**src/rtl/ugl_pkg.sv**
```systemverilog
package ugl_pkg;

	localparam int BYTE_W    = 8;
	localparam int POS_W     = 16;
	localparam int LEN_W     = 10;
	localparam int WIDTH_W   = 8;
	localparam int COUNT_W   = 8;
	localparam int SEQ_W     = 3;
	localparam int TEXT_BYTES = 65536;
	localparam int MAX_WIDTH  = 255;

	localparam logic [WIDTH_W-1:0] WIDTH_RESET = 8'd40;
	localparam logic [POS_W-1:0]   POS_MAX     = POS_W'(TEXT_BYTES - 1);
	localparam logic [LEN_W-1:0]   LEN_MAX     = '1;
	localparam logic [BYTE_W-1:0]  BYTE_NL     = 8'h0A;
	localparam logic [BYTE_W-1:0]  BYTE_SP     = 8'h20;

	typedef logic [POS_W-1:0] pos_t;

	// Line tracking state that one character updates.
	typedef struct packed {
		pos_t                 line_start;
		logic [COUNT_W-1:0]   chars_taken;
		logic [COUNT_W-1:0]   chars_since_space;
		logic                 space_seen;
		pos_t                 space_at;
		pos_t                 word_end;
		pos_t                 nonspace_end;
		logic                 skipping;
		logic                 full_wait;
	} ugl_state_t;

	// One whole character as seen by the line tracker.
	typedef struct packed {
		logic                single;
		logic [BYTE_W-1:0]   first;
		pos_t                pos;
		pos_t                nonspace_end;
	} ugl_event_t;

	typedef struct packed {
		logic               valid;
		pos_t               offset;
		logic [LEN_W-1:0]   length;
	} ugl_emit_t;

	typedef struct packed {
		pos_t               line_offset;
		logic [LEN_W-1:0]   line_length;
		logic               final_line;
		logic               last_of_run;
	} ugl_result_t;

	localparam ugl_state_t STATE_RESET = '{skipping: 1'b1, default: '0};

	// Position plus a small step, held at the last position of the text window.
	function automatic pos_t sat_add(input pos_t x, input logic [SEQ_W-1:0] k);
		logic [POS_W:0] s;
		s = {1'b0, x} + (POS_W+1)'(k);
		return (s > {1'b0, POS_MAX}) ? POS_MAX : s[POS_W-1:0];
	endfunction

	// Bytes from start up to stop, zero when stop does not lie past start, capped at LEN_MAX.
	function automatic logic [LEN_W-1:0] line_len(input pos_t start, input pos_t stop);
		pos_t             d;
		logic [LEN_W-1:0] r;
		d = stop - start;
		if (stop <= start) begin
			r = '0;
		end else if (d > POS_W'(LEN_MAX)) begin
			r = LEN_MAX;
		end else begin
			r = d[LEN_W-1:0];
		end
		return r;
	endfunction

endpackage

```
**src/rtl/ugl_ifs.sv**
```systemverilog
interface ugl_text_if;
	logic                         valid;
	logic                         ready;
	logic [ugl_pkg::BYTE_W-1:0]   text_byte;
	logic                         end_of_text;

	modport source (output valid, output text_byte, output end_of_text, input ready);
	modport sink (input valid, input text_byte, input end_of_text, output ready);
endinterface

interface ugl_line_if;
	logic                        valid;
	logic                        ready;
	logic [ugl_pkg::POS_W-1:0]   line_offset;
	logic [ugl_pkg::LEN_W-1:0]   line_length;
	logic                        final_line;
	logic                        last_of_run;

	modport source (output valid, output line_offset, output line_length,
		output final_line, output last_of_run, input ready);
	modport sink (input valid, input line_offset, input line_length,
		input final_line, input last_of_run, output ready);
endinterface

```
**src/rtl/ugl_char_step.sv**
```systemverilog
module ugl_char_step (
	input  ugl_pkg::ugl_state_t          cur,
	input  ugl_pkg::ugl_event_t          ev,
	input  logic [ugl_pkg::WIDTH_W-1:0]  width,
	output ugl_pkg::ugl_state_t          nxt,
	output ugl_pkg::ugl_emit_t           em
);
	import ugl_pkg::*;

	logic is_nl;
	logic is_sp;
	logic taken;
	pos_t back_start;

	function automatic ugl_state_t begin_line(input ugl_state_t s, input pos_t p);
		ugl_state_t r;
		r = s;
		r.line_start        = p;
		r.chars_taken       = '0;
		r.chars_since_space = '0;
		r.space_seen        = 1'b0;
		r.nonspace_end      = p;
		r.skipping          = 1'b0;
		r.full_wait         = 1'b0;
		return r;
	endfunction

	function automatic ugl_emit_t mk_emit(input pos_t start, input pos_t stop);
		ugl_emit_t e;
		e.valid  = 1'b1;
		e.offset = start;
		e.length = line_len(start, stop);
		return e;
	endfunction

	assign is_nl      = ev.single && (ev.first == BYTE_NL);
	assign is_sp      = ev.single && (ev.first == BYTE_SP);
	assign back_start = sat_add(cur.space_at, SEQ_W'(1));

	// A full line is only broken once the following character shows where.
	// The full-line branch never follows a skipped leading run, so the
	// values it reads from cur are the ones the line holds at that point.
	always_comb begin
		nxt   = cur;
		em    = '0;
		taken = 1'b0;
		if (cur.skipping) begin
			if (is_sp) begin
				nxt.line_start = sat_add(ev.pos, SEQ_W'(1));
				taken          = 1'b1;
			end else begin
				nxt = begin_line(cur, ev.pos);
			end
		end
		if (!taken && nxt.full_wait) begin
			nxt.full_wait = 1'b0;
			if (is_nl) begin
				em           = mk_emit(nxt.line_start, nxt.nonspace_end);
				nxt.skipping = 1'b1;
				taken        = 1'b1;
			end else if (is_sp) begin
				em             = mk_emit(nxt.line_start, nxt.nonspace_end);
				nxt.skipping   = 1'b1;
				nxt.line_start = sat_add(ev.pos, SEQ_W'(1));
				taken          = 1'b1;
			end else if (nxt.space_seen) begin
				em              = mk_emit(cur.line_start, cur.word_end);
				nxt             = begin_line(cur, back_start);
				nxt.chars_taken = cur.chars_since_space;
				if (cur.nonspace_end > back_start) begin
					nxt.nonspace_end = cur.nonspace_end;
				end
			end else begin
				em  = mk_emit(cur.line_start, cur.nonspace_end);
				nxt = begin_line(cur, ev.pos);
			end
		end
		if (!taken) begin
			if (is_nl) begin
				em           = mk_emit(nxt.line_start, nxt.nonspace_end);
				nxt.skipping = 1'b1;
			end else begin
				if (is_sp) begin
					nxt.space_at          = ev.pos;
					nxt.space_seen        = 1'b1;
					nxt.word_end          = nxt.nonspace_end;
					nxt.chars_since_space = '0;
				end else begin
					if (nxt.chars_since_space != '1) begin
						nxt.chars_since_space = nxt.chars_since_space + COUNT_W'(1);
					end
					nxt.nonspace_end = ev.nonspace_end;
				end
				nxt.chars_taken = nxt.chars_taken + COUNT_W'(1);
				if (nxt.chars_taken >= width) begin
					nxt.full_wait = 1'b1;
				end
			end
		end
	end

endmodule

```
**src/rtl/ugl_out_buf.sv**
```systemverilog
module ugl_out_buf (
	input  logic                  clk,
	input  logic                  arst_n,
	input  logic                  push,
	input  ugl_pkg::ugl_result_t  push_data,
	output logic                  full,
	ugl_line_if.source            lines
);
	import ugl_pkg::*;

	logic [1:0]  count_q;
	ugl_result_t head_q;
	ugl_result_t skid_q;
	logic        pop;

	assign pop  = (count_q != 2'd0) && lines.ready;
	assign full = (count_q == 2'd2);

	always_ff @(posedge clk or negedge arst_n) begin
		if (!arst_n) begin
			count_q <= 2'd0;
		end else begin
			count_q <= count_q + 2'(push) - 2'(pop);
		end
	end

	always_ff @(posedge clk) begin
		if ((count_q == 2'd0) || ((count_q == 2'd1) && pop)) begin
			if (push) begin
				head_q <= push_data;
			end
		end else if ((count_q == 2'd2) && pop) begin
			head_q <= skid_q;
		end
		if (push && (((count_q == 2'd1) && !pop) || ((count_q == 2'd2) && pop))) begin
			skid_q <= push_data;
		end
	end

	assign lines.valid       = (count_q != 2'd0);
	assign lines.line_offset = head_q.line_offset;
	assign lines.line_length = head_q.line_length;
	assign lines.final_line  = head_q.final_line;
	assign lines.last_of_run = head_q.last_of_run;

endmodule

```
**src/rtl/utf8_greedy_line_breaker.sv**
```systemverilog
// Channel   Role  Payload                                         Request
// text      sink  text_byte[7:0], end_of_text                     valid && ready
// lines     src   line_offset[15:0], line_length[9:0],            valid && ready
//                 final_line, last_of_run
// cfg       in    cfg_data[7:0] = line_width, cfg_write           cfg_write
//
// An ordinary text byte passes the input stage and gives at most one line;
// bytes stream at one per cycle while the output buffer has room.
// The end_of_text byte runs the line tracker once per character still held,
// then flushes the open line and, when two lines are in hand at that point,
// drains the last one. A two-entry output buffer lets a new byte in while a
// line waits; the input stage stalls while that buffer is full and until an
// end_of_text byte has run its whole sequence. Reset clears the control
// state and sets line_width to 40.
module utf8_greedy_line_breaker (
	input  logic                         clk,
	input  logic                         arst_n,
	input  logic                         cfg_write,
	input  logic [ugl_pkg::WIDTH_W-1:0]  cfg_data,
	ugl_text_if.sink                     text,
	ugl_line_if.source                   lines
);
	import ugl_pkg::*;

	// Phases of the end-of-text sequence.
	localparam logic [1:0] PH_EVENT = 2'd0;
	localparam logic [1:0] PH_FLUSH = 2'd1;
	localparam logic [1:0] PH_DRAIN = 2'd2;

	localparam int CHUNK_N = 4;
	localparam int PEND_N  = 3;

	localparam logic [BYTE_W-1:0] LEAD_MIN = 8'h80;

	// Bytes in a character, taken from its lead byte.
	function automatic logic [SEQ_W-1:0] seq_len(input logic [BYTE_W-1:0] c);
		logic [SEQ_W-1:0] n;
		if (c < LEAD_MIN) begin
			n = SEQ_W'(1);
		end else if (c[7:5] == 3'b110) begin
			n = SEQ_W'(2);
		end else if (c[7:4] == 4'b1110) begin
			n = SEQ_W'(3);
		end else begin
			n = SEQ_W'(4);
		end
		return n;
	endfunction

	function automatic logic [WIDTH_W-1:0] clamp_width(input logic [WIDTH_W-1:0] w);
		logic [WIDTH_W-1:0] r;
		if (w == '0) begin
			r = WIDTH_W'(1);
		end else if ({1'b0, w} > (WIDTH_W+1)'(MAX_WIDTH)) begin
			r = WIDTH_W'(MAX_WIDTH);
		end else begin
			r = w;
		end
		return r;
	endfunction

	function automatic ugl_result_t to_result(input ugl_emit_t e, input logic fin);
		ugl_result_t r;
		r.line_offset = e.offset;
		r.line_length = e.length;
		r.final_line  = fin;
		r.last_of_run = fin;
		return r;
	endfunction

	// Configuration and per-text width.
	logic [WIDTH_W-1:0] line_width_q;
	logic [WIDTH_W-1:0] active_width_q;
	logic [WIDTH_W-1:0] width_eff;
	logic               text_open_q;

	// Input stage.
	logic               valid_s1;
	logic [BYTE_W-1:0]  byte_s1;
	logic               eot_s1;

	// Character assembly.
	pos_t               byte_pos_q;
	pos_t               pend_lead_q;
	logic [BYTE_W-1:0]  pend_q [PEND_N];
	logic [1:0]         pend_cnt_q;

	// Line tracking and end-of-text sequencing.
	ugl_state_t         st_q;
	ugl_state_t         st_nx;
	logic [1:0]         phase_q;
	logic [1:0]         slot_q;
	ugl_emit_t          hold_q;

	logic [2:0]         chunk_len;
	logic [1:0]         slot;
	logic [BYTE_W-1:0]  chunk [CHUNK_N];
	logic [SEQ_W-1:0]   lead_len;
	logic [2:0]         left;
	logic [SEQ_W-1:0]   ev_len;
	logic [1:0]         jlast;
	logic [2:0]         slot_nx;
	pos_t               base;
	logic               ev_valid;
	ugl_event_t         ev;
	ugl_emit_t          em;
	logic               flush_v;
	ugl_emit_t          flush_em;

	logic               adv;
	logic               fire;
	logic               step_done;
	logic               push;
	ugl_result_t        push_data;
	logic               out_full;

	// The bytes in play: any held lead and continuation bytes, then the new byte.
	assign chunk_len = 3'(pend_cnt_q) + 3'd1;
	assign base      = (pend_cnt_q != 2'd0) ? pend_lead_q : byte_pos_q;

	always_comb begin
		chunk[0] = (pend_cnt_q == 2'd0) ? byte_s1 : pend_q[0];
		chunk[1] = (pend_cnt_q > 2'd1) ? pend_q[1] :
			((pend_cnt_q == 2'd1) ? byte_s1 : '0);
		chunk[2] = (pend_cnt_q == 2'd3) ? pend_q[2] :
			((pend_cnt_q == 2'd2) ? byte_s1 : '0);
		chunk[3] = (pend_cnt_q == 2'd3) ? byte_s1 : '0;
	end

	// An ordinary byte always looks at the chunk from its start. At end of
	// text the chunk is split into characters one per cycle while the output buffer
	// has room, and a lead byte whose sequence runs past the end of the text counts on its own.
	assign slot     = eot_s1 ? slot_q : 2'd0;
	assign lead_len = seq_len(chunk[slot]);
	assign left     = chunk_len - 3'(slot);
	assign ev_len   = (lead_len > left) ? SEQ_W'(1) : lead_len;
	assign ev_valid = eot_s1 ? (phase_q == PH_EVENT) : (lead_len <= left);
	assign slot_nx  = 3'(slot) + ev_len;

	// Last byte of the character that is not a space byte.
	always_comb begin
		jlast = 2'd0;
		for (int j = 0; j < CHUNK_N; j++) begin
			if ((3'(j) < ev_len) && (chunk[2'(slot + 2'(j))] != BYTE_SP)) begin
				jlast = 2'(j);
			end
		end
	end

	always_comb begin
		ev.single       = (ev_len == SEQ_W'(1));
		ev.first        = chunk[slot];
		ev.pos          = sat_add(base, SEQ_W'(slot));
		ev.nonspace_end = sat_add(base, SEQ_W'(slot) + SEQ_W'(jlast) + SEQ_W'(1));
	end

	// The width is taken from the register at the first byte of a text.
	assign width_eff = text_open_q ? active_width_q : clamp_width(line_width_q);

	ugl_char_step u_step (
		.cur   (st_q),
		.ev    (ev),
		.width (width_eff),
		.nxt   (st_nx),
		.em    (em)
	);

	assign flush_v      = !st_q.skipping;
	assign flush_em.valid  = flush_v;
	assign flush_em.offset = st_q.line_start;
	assign flush_em.length = line_len(st_q.line_start, st_q.nonspace_end);

	// The stage moves whenever the output buffer has room.
	assign adv  = valid_s1 && !out_full;
	assign fire = adv && ev_valid;

	// At end of text each new line parks in hold_q until the next one shows
	// up, so the last line of the run can carry both closing flags.
	always_comb begin
		push      = 1'b0;
		push_data = '0;
		step_done = 1'b0;
		if (adv) begin
			if (!eot_s1) begin
				step_done             = 1'b1;
				push                  = ev_valid && em.valid;
				push_data             = to_result(em, 1'b0);
				push_data.last_of_run = 1'b1;
			end else begin
				unique case (phase_q)
					PH_EVENT: begin
						push      = em.valid && hold_q.valid;
						push_data = to_result(hold_q, 1'b0);
					end
					PH_FLUSH: begin
						if (flush_v) begin
							push = 1'b1;
							if (hold_q.valid) begin
								push_data = to_result(hold_q, 1'b0);
							end else begin
								push_data = to_result(flush_em, 1'b1);
								step_done = 1'b1;
							end
						end else begin
							push      = hold_q.valid;
							push_data = to_result(hold_q, 1'b1);
							step_done = 1'b1;
						end
					end
					PH_DRAIN: begin
						push      = 1'b1;
						push_data = to_result(hold_q, 1'b1);
						step_done = 1'b1;
					end
					default: begin
						step_done = 1'b1;
					end
				endcase
			end
		end
	end

	assign text.ready = !valid_s1 || step_done;

	always_ff @(posedge clk or negedge arst_n) begin
		if (!arst_n) begin
			line_width_q   <= WIDTH_RESET;
			active_width_q <= WIDTH_RESET;
			text_open_q    <= 1'b0;
			valid_s1       <= 1'b0;
			byte_pos_q     <= '0;
			pend_cnt_q     <= 2'd0;
			st_q           <= STATE_RESET;
			phase_q        <= PH_EVENT;
			slot_q         <= 2'd0;
			hold_q         <= '0;
		end else begin
			if (cfg_write) begin
				line_width_q <= cfg_data;
			end
			if (text.valid && text.ready) begin
				valid_s1 <= 1'b1;
			end else if (step_done) begin
				valid_s1 <= 1'b0;
			end
			if (adv && !text_open_q) begin
				text_open_q    <= 1'b1;
				active_width_q <= width_eff;
			end
			if (fire) begin
				st_q <= st_nx;
			end
			if (adv && !eot_s1) begin
				byte_pos_q <= sat_add(byte_pos_q, SEQ_W'(1));
				if (fire) begin
					pend_cnt_q <= 2'd0;
				end else begin
					pend_cnt_q <= pend_cnt_q + 2'd1;
				end
			end
			if (adv && eot_s1) begin
				unique case (phase_q)
					PH_EVENT: begin
						if (em.valid) begin
							hold_q <= em;
						end
						if (slot_nx >= chunk_len) begin
							phase_q <= PH_FLUSH;
						end else begin
							slot_q <= slot_nx[1:0];
						end
					end
					PH_FLUSH: begin
						if (flush_v && hold_q.valid) begin
							hold_q  <= flush_em;
							phase_q <= PH_DRAIN;
						end
					end
					PH_DRAIN: ;
					default: phase_q <= PH_EVENT;
				endcase
				// The text is over: everything but the width register starts afresh.
				if (step_done) begin
					text_open_q <= 1'b0;
					byte_pos_q  <= '0;
					pend_cnt_q  <= 2'd0;
					st_q        <= STATE_RESET;
					phase_q     <= PH_EVENT;
					slot_q      <= 2'd0;
					hold_q      <= '0;
				end
			end
		end
	end

	always_ff @(posedge clk) begin
		if (text.valid && text.ready) begin
			byte_s1 <= text.text_byte;
			eot_s1  <= text.end_of_text;
		end
		// A byte that does not finish a character is held with its lead position.
		if (adv && !eot_s1 && !fire) begin
			unique case (pend_cnt_q)
				2'd0: begin
					pend_q[0]   <= byte_s1;
					pend_lead_q <= byte_pos_q;
				end
				2'd1: pend_q[1] <= byte_s1;
				2'd2: pend_q[2] <= byte_s1;
				default: ;
			endcase
		end
	end

	ugl_out_buf u_out (
		.clk       (clk),
		.arst_n    (arst_n),
		.push      (push),
		.push_data (push_data),
		.full      (out_full),
		.lines     (lines)
	);

endmodule
```
**src/flat_wrapper.sv**
```systemverilog
// flat-port wrapper written by rule: the top's interface ports become plain ports
module utf8_greedy_line_breaker_flat import ugl_pkg::*;
  (clk, arst_n, cfg_write, cfg_data, text_valid, text_text_byte, text_end_of_text, text_ready, lines_valid, lines_line_offset, lines_line_length, lines_final_line, lines_last_of_run, lines_ready);
  ugl_text_if text_i ();
  ugl_line_if lines_i ();
  input  logic clk;
  input  logic arst_n;
  input  logic cfg_write;
  input  logic [ugl_pkg::WIDTH_W-1:0] cfg_data;
  input wire logic [$bits(text_i.valid)-1:0] text_valid;
  input wire logic [$bits(text_i.text_byte)-1:0] text_text_byte;
  input wire logic [$bits(text_i.end_of_text)-1:0] text_end_of_text;
  output wire logic [$bits(text_i.ready)-1:0] text_ready;
  output wire logic [$bits(lines_i.valid)-1:0] lines_valid;
  output wire logic [$bits(lines_i.line_offset)-1:0] lines_line_offset;
  output wire logic [$bits(lines_i.line_length)-1:0] lines_line_length;
  output wire logic [$bits(lines_i.final_line)-1:0] lines_final_line;
  output wire logic [$bits(lines_i.last_of_run)-1:0] lines_last_of_run;
  input wire logic [$bits(lines_i.ready)-1:0] lines_ready;
  assign text_i.valid = text_valid;
  assign text_i.text_byte = text_text_byte;
  assign text_i.end_of_text = text_end_of_text;
  assign text_ready = text_i.ready;
  assign lines_valid = lines_i.valid;
  assign lines_line_offset = lines_i.line_offset;
  assign lines_line_length = lines_i.line_length;
  assign lines_final_line = lines_i.final_line;
  assign lines_last_of_run = lines_i.last_of_run;
  assign lines_i.ready = lines_ready;
  utf8_greedy_line_breaker u_core (.clk(clk), .arst_n(arst_n), .cfg_write(cfg_write), .cfg_data(cfg_data), .text(text_i), .lines(lines_i));
endmodule
```
**config.mk**
```make
export PLATFORM = sky130hd
export DESIGN_NAME = utf8_greedy_line_breaker_flat
export DESIGN_NICKNAME = d
export VERILOG_FILES = /design/src/rtl/ugl_pkg.sv /design/src/rtl/ugl_ifs.sv /design/src/rtl/ugl_char_step.sv /design/src/rtl/ugl_out_buf.sv /design/src/rtl/utf8_greedy_line_breaker.sv /design/src/flat_wrapper.sv
export SDC_FILE = /design/constraint.sdc
export NUM_CORES = 1
export LEC_CHECK = 0
export BUFFER_PORTS_ARGS = -buffer_cell sky130_fd_sc_hd__buf_4
export CORE_MARGIN = 2
export CORE_UTILIZATION = 52
export CTS_BUF_LIST = sky130_fd_sc_hd__clkbuf_4 sky130_fd_sc_hd__clkbuf_8
export CTS_CLUSTER_SIZE = 12
export DETAILED_ROUTE_END_ITERATION = 7
export PLACE_DENSITY = 0.82
export SLEW_MARGIN = 5
export SYNTH_ARGS = -nofsm -noshare
export SYNTH_HDL_FRONTEND = slang
export SYNTH_SLANG_ARGS = --single-unit
```
**constraint.sdc**
```tcl
create_clock -name clk -period 8.2 [get_ports clk]
set_clock_uncertainty 0.05 [all_clocks]
set_input_delay 1.64 -clock clk [delete_from_list [all_inputs] [get_ports clk]]
set_output_delay 1.64 -clock clk [all_outputs]
set_load 0.005 [all_outputs]
```
==> results of run 1 <==
final timing paths:
path                                                           to  cells after the start               from  slack [ns]
max in group asynchronous                         u_core.st_q[35]                      2             arst_n        5.93
min in group asynchronous                        u_core.hold_q[0]                      1             arst_n        0.84
worst max register to register  u_core.u_out.lines.line_length[3]                     30    u_core.st_q[35]        0.35
worst min register to register                  u_core.hold_q[18]                      2  u_core.hold_q[18]        0.44
worst max-delay path            u_core.u_out.lines.line_length[3]                     30    u_core.st_q[35]        0.35
worst min-delay path                            u_core.hold_q[18]                      2  u_core.hold_q[18]        0.44
timing repair:
action,4_1_cts,5_1_grt
gates resized for setup,2,40
setup buffers,2,10
pin swaps,1,15
endpoints found under the setup margin,7,30
power by group through the flow:
stage	Sequential, mW	Combinational [mW]	Clock (mW)
after global routing	2.31	8.64	1.37
after detailed placement	2.26	7.65	0
after floorplan	2.08	5.33	0
after CTS	2.24	7.71	1.32
after global placement	2.24	7.54	0
final	2.27	8.01	1.31
per-stage QoR:
step	instances	utilization	hold slack, ns	setup TNS (ns)
after floorplan	2460	-	0.370	0
after global placement	2985	0.554	0.416	0
after detailed placement	2985	0.554	0.423	-0.0886
after CTS	3071	0.579	0.436	0
after global routing	3081	0.585	0.464	-0.300
final	3081	0.585	0.442	0
cell type report:
type                       count  area [sq um]
fill                        3610         16500
timing repair buffer         138          1040
inverter                      84           318
clock inverter                11           121
sequential                   257          6970
multi-input combinational   1993         13200
clock buffer                  73           873
tap                          525           657
placed cells by master, fill, tap and decap left out, types with 16 or more instances in the layout:
| cell type | count |
|---|---|
| nor2_1 | 259 |
| nand2_1 | 232 |
| o21ai_0 | 201 |
| a21oi_1 | 190 |
| dfrtp_1 | 143 |
| buf_4 | 136 |
| ha_1 | 113 |
| edfxtp_1 | 105 |
| nand3_1 | 100 |
| inv_1 | 81 |
| xnor2_1 | 63 |
| a211oi_1 | 54 |
| mux2_2 | 52 |
| clkbuf_8 | 52 |
| nor3_1 | 43 |
| a21o_1 | 38 |
| a22oi_1 | 36 |
| nand4_1 | 34 |
| xor2_1 | 32 |
| mux2i_1 | 30 |
| and2_1 | 28 |
| and3_1 | 28 |
| o21a_1 | 27 |
| nor2b_1 | 26 |
| nand2b_1 | 25 |
| o211ai_1 | 25 |
| a31oi_1 | 24 |
| clkbuf_4 | 21 |
| nor4_1 | 20 |
| o31ai_1 | 18 |
| o22ai_1 | 16 |
synth_stat cells, drive strengths merged, types with 25 or more instances:
library cell	number	area [sq um]
a211oi	57	450
a21o	38	285
a21oi	197	997
a22oi	37	283
and2	29	181
and3	28	175
buf	35	206
clkbuf	91	343
dfrtp	147	3680
edfxtp	105	3150
ha	116	1450
inv	84	318
mux2	54	616
mux2i	31	323
nand2	234	878
nand2b	26	163
nand3	101	505
nand4	34	213
nor2	261	980
nor2b	28	175
nor3	49	265
o211ai	25	188
o21a	28	210
o21ai	217	1100
xnor2	64	561
xor2	32	280
cell families after synthesis:
family / Yosys count
buf+inv: 210
simple gates: 883
flops: 257
fa+ha+maj: 125
mux: 87
compound gates: 802
xor+xnor: 96
flip-flops by register name, indices dropped and copies added (netlist names), 8 cells and up, named ones only:
| name | flops |
|---|---|
| u_core.byte_pos_q | 16 |
| u_core.hold_q | 27 |
| u_core.pend_q | 24 |
| u_core.u_out.lines.line_length | 10 |
| u_core.flush_em | 16 |
| u_core.byte_s1 | 8 |
| u_core.pend_lead_q | 16 |
| u_core.line_width_q | 8 |
| u_core.active_width_q | 8 |
| u_core.u_out.lines.line_offset | 16 |
| u_core.st_q | 67 |
| u_core.u_out.skid_q | 28 |
routing by layer:
layer	part of all wire	vias to the layer above
met1	0.40	9907
met3	0.082	255
li1	-	9311
met5	0	-
met2	0.45	1054
met4	0.069	0
worst max-delay path, delay by kind of cell, from the launching register on:
| kind | cells | cell delay [ns] |
|---|---|---|
| xor+xnor | 1 | 0.17 |
| flops | 1 | 0.44 |
| compound gates | 16 | 3.19 |
| simple gates | 7 | 2.06 |
| buf+inv | 1 | 0.27 |
| fa+ha+maj | 3 | 0.87 |
| mux | 2 | 0.53 |
==> results.json, run 1 <==
{
  "status": "finished clean",
  "grt_pass1_vias": 19700,
  "p_per_area_nw_per_um2": 500,
  "drcViolationCount": 0,
  "setup_viol": 0,
  "drt_iter0_markers": 2463,
  "use_met1": 0.464,
  "vias": 20500,
  "start_util": 0.525,
  "cts.path.max_buffers": 3,
  "clock_sinks": 257,
  "ys_ff_latch": 257,
  "wl_um": 75300,
  "grtUsageTotal": 0.359,
  "antenna_found_initial": 0,
  "dp_slack_ns": -0.0782,
  "hold_class": "flop to flop",
  "synth_cells": 2460,
  "die_w_um": 204,
  "worstSetupStartpointType": "flop",
  "crit_type": "flop to flop",
  "setup.worst_path.end_class": "flop",
  "wl_per_cell_um": 24.4,
  "place.port_buffers": 51,
  "min_period_ns": 7.85,
  "timing.fmax_mhz": 127,
  "dieArea_sq_um": 41600,
  "place_area_sq_um": 21900,
  "final_cell_area_sq_um": 23200,
  "n_antenna_cell": 0,
  "grt_overflow": 0,
  "p_sw_mw": 6.05,
  "async_reset_ff_frac": 0.591,
  "syn_avg_cell_area_sq_um": 8.45,
  "boundaryPins": 52,
  "cts_buffers": 45,
  "synth_cell_types": 96,
  "internal-power_mw": 5.54,
  "clock-root-buffer": "clkbuf_8",
  "clk_pin_slew_ns": 0.07,
  "cts_htree_levels": 2,
  "layout_setup_ws_ns": 0.347,
  "yosys_most_used_dff": "dfrtp_1",
  "synthSimpleGateAreaFrac": 0.205,
  "vias_per_cell": 6.66,
  "design_power_total_mw": 11.6,
  "place_congestion": 1.06,
  "p_seq_frac": 0.196,
  "dr.pass1.iters": 6,
  "layout_worst_path_cycle_share": 0.958,
  "synth_mux_area_frac": 0.0473,
  "ir_drop_mv": 0.242,
  "grtUsageMet2": 0.567,
  "grt_start_max_net_pins": 72,
  "yosys.area_share.adder": 0.0785,
  "max_stage_delay_ns": 0.66,
  "hold_viol": 0,
  "crit_required_ns": 8.53,
  "clkPwrFrac": 0.113,
  "synth_nets": 2607,
  "drive_gt1_frac": 0.146,
  "synthesis.area_sq_um": 20800,
  "p_sw_frac": 0.522,
  "cts_tree": "yes",
  "synthToLayoutAreaGrowth_pct": 11.5,
  "met3_usage": 0.0574,
  "yosys.area_share.xor_xnor": 0.0404,
  "crit_fanout": 27,
  "clock_latency_ns": 0.64,
  "power_leakage_nw": 9.29,
  "dpl.hpwl_um": 58000,
  "seq_area_frac_synth": 0.335,
  "worst_path_max_delay_cell": "or4b_2",
  "core-area_sq_um": 39600,
  "finalMaxSlewViolations": 0,
  "slew_headroom": 0.141,
  "max_cap_viol_count": 0,
  "combPwrFrac": 0.691,
  "critPathArrivalTime_ns": 8.19,
  "synth_edf_count": 105,
  "die_y_um": 204,
  "antenna_left": 0,
  "hold_buffers": 0,
  "synth_top_family_by_area": "compound AO/OA/AOI/OAI gates",
  "num_rows": 73,
  "grt_first_pass_wirelength_um": 115000,
  "tightest_slew_ns": 1.28,
  "synth_compound_area_frac": 0.253,
  "nNetsFinal": 2666,
  "worst_path_most_repeated_cell": "o21a_1",
  "yosysWarnings": 0,
  "grt_busiest_layer": "met2"
}
No activity file was read; power rests on OpenSTA's default activity.
==> run 2, diff against run 1 <==
--- a/config.mk
+++ b/config.mk
@@ -5,6 +5,7 @@
 export SDC_FILE = /design/constraint.sdc
 export NUM_CORES = 1
 export LEC_CHECK = 0
+export ABC_AREA = 1
 export BUFFER_PORTS_ARGS = -buffer_cell sky130_fd_sc_hd__buf_4
 export CORE_MARGIN = 2
 export CORE_UTILIZATION = 52
==> results.json, run 2 <==
{
  "status": "finished clean",
  "grt_busiest_layer": "met2",
  "hold_class": "flop to flop",
  "whs_ns": 0.430,
  "num_rows": 74,
  "async_reset_ff_frac": 0.591,
  "wl_um": 74500,
  "critPathArrivalTime_ns": 7.79,
  "cts_tree": "yes",
  "die_y_um": 207,
  "grtUsageMet2": 0.546,
  "finalMaxSlewViolations": 0,
  "dr.pass1.iters": 7,
  "cts.path.max_buffers": 3,
  "nNetsFinal": 3287,
  "synth_cells": 3112,
  "synth_top_area_cell": "dfrtp_1",
  "regMostFlops": "u_core.st_q",
  "tightest_slew_ns": 1.21,
  "grt_pass1_vias": 20400,
  "setup_viol": 0,
  "max_cap_viol_count": 0,
  "final_common_cell": "nand2_1",
  "vias": 21800,
  "clock_latency_ns": 0.66,
  "n_fill_cell": 3904,
  "yosys-top-cells-area": "dfrtp_1, nand2_1, edfxtp_1, o21ai_0, ha_1",
  "synthToLayoutAreaGrowth_pct": 8.56,
  "layout_worst_path_cycle_share": 0.906,
  "setup.worst_path.end_class": "flop",
  "dieArea_sq_um": 42800,
  "cts_htree_levels": 2,
  "dp_slack_ns": 0.503,
  "layout_common_cells": "nand2_1, inv_1, o21ai_0",
  "crit_fanout": 25,
  "clock-root-buffer": "clkbuf_8",
  "place.port_buffers": 51,
  "synth_cell_types": 61,
  "synthesis.area_sq_um": 21400,
  "hold_viol": 0,
  "slew_headroom": 0.193,
  "vias_per_cell": 5.87,
  "drcViolationCount": 0,
  "top_regs": "u_core.st_q: 67 flops, u_core.u_out.skid_q: 28 flops, u_core.hold_q: 27 flops",
  "drive_gt1_frac": 0.0874,
  "min_period_ns": 7.43,
  "yosysMostFrequentCell": "nand2_1",
  "crit_type": "flop to flop",
  "worstSetupStartpointType": "flop",
  "layout.cells.non_filler": 3711,
  "synth_nets": 3258,
  "place_congestion": 1.05,
  "use_met1": 0.449,
  "wl_per_cell_um": 20.1,
  "ys_ff_latch": 257,
  "grt_start_max_net_pins": 94,
  "n_antenna_cell": 0,
  "layout_setup_ws_ns": 0.775,
  "drt_iter0_markers": 2571,
  "antenna_left": 0,
  "core-area_sq_um": 40700,
  "start_util": 0.526,
  "netlist.area_leader.share": 0.172,
  "antenna_found_initial": 1,
  "clock_sinks": 257,
  "clk_pin_slew_ns": 0.07,
  "cts_buffers": 46,
  "met3_usage": 0.0553,
  "dp_cells": 3624,
  "grtUsageTotal": 0.350,
  "max_stage_delay_ns": 0.44,
  "synth_edf_count": 105,
  "dpl.hpwl_um": 57100,
  "worst_path_most_repeated_cell": "nand2_1",
  "yosysWarnings": 0,
  "seq_area_frac_synth": 0.325,
  "crit_required_ns": 8.56,
  "boundaryPins": 52,
  "largest_reg_flops": 67,
  "grt_first_pass_wirelength_um": 115000,
  "syn_avg_cell_area_sq_um": 6.88,
  "yosys_most_used_dff": "dfrtp_1",
  "die_w_um": 207,
  "timing.fmax_mhz": 135,
  "netlist_top_cells_count": "nand2_1, inv_1, o21ai_0, nand3_1, nor2_1",
  "grt_overflow": 0,
  "worst_path_max_delay_cell": "dfrtp_1"
}
-- run 2: layer usage --
metal  routed length (um)  vias to the layer above  part of all wire
met5                    0                        -                 0
met4                 5590                        0             0.075
met3                 6250                      288             0.084
met2                32600                     1096              0.44
met1                30000                     9974              0.40
li1                     -                    10400                 -
-- run 2: area by class of cell --
class	instances	area (sq um)	share of cell area
multi-input cells	2377	12600	0.542
repair buffers	79	597	0.0257
repair inverters	1	5.00	0.000215
flip-flops and latches	257	6960	0.299
clock buffers	56	727	0.0313
inverters	379	1430	0.0613
well taps	532	666	0.0286
clock inverters	30	262	0.0112
-- run 2: kinds of logic (layout without fill, tap and decap cells) --
logic type | count (synthesis) | in the layout | synth area share
buffers and inverters | 478 | 545 | 0.0887
multiplexers | 1 | 1 | 0.000526
flip-flops | 257 | 257 | 0.325
adder cells (fa/ha/maj) | 124 | 124 | 0.0756
AO/OA/AOI/OAI | 669 | 669 | 0.173
XOR/XNOR | 93 | 93 | 0.0380
AND/OR/NAND/NOR | 1490 | 1490 | 0.299
-- run 2: through the flow --
stage	cell area [sq um]	setup TNS, ns	util
final	23300	0	0.571
after global routing	23300	-0.00145	0.571
after CTS	23200	0	0.570
after detailed placement	22200	0	0.546
after global placement	22200	0	0.546
after floorplan	21400	0	-
-- run 2: critical path, delay by kind of cell, from the launching register on --
kind            cells  cell delay [ns]
xor+xnor            1             0.17
flops               1             0.44
buf+inv             8             1.28
simple gates       23             2.96
fa+ha+maj           4             1.23
compound gates      3             1.03
-- run 2: final timing paths --
| kind | from | end | slack, ns | cells past startpoint |
|---|---|---|---|---|
| min in group asynchronous | arst_n | u_core.hold_q[0] | 1.04 | 1 |
| max in group asynchronous | arst_n | u_core.line_width_q[1] | 5.56 | 2 |
| max reg2reg | u_core.pend_cnt_q[0] | u_core.u_out.lines.line_length[4] | 0.77 | 39 |
| min reg2reg | u_core.active_width_q[7] | u_core.active_width_q[7] | 0.43 | 2 |
| max | u_core.pend_cnt_q[0] | u_core.u_out.lines.line_length[4] | 0.77 | 39 |
| min | u_core.active_width_q[7] | u_core.active_width_q[7] | 0.43 | 2 |
-- run 2: timing repair --
action,in CTS,in global routing
endpoints found under the setup margin,0,30
hold buffers,0,0
buffers inserted,0,0
gates resized for setup,0,4
Power of run 2 is not shown: default switching activity piles up to over one toggle a cycle in this logic, so the estimate is an artifact.
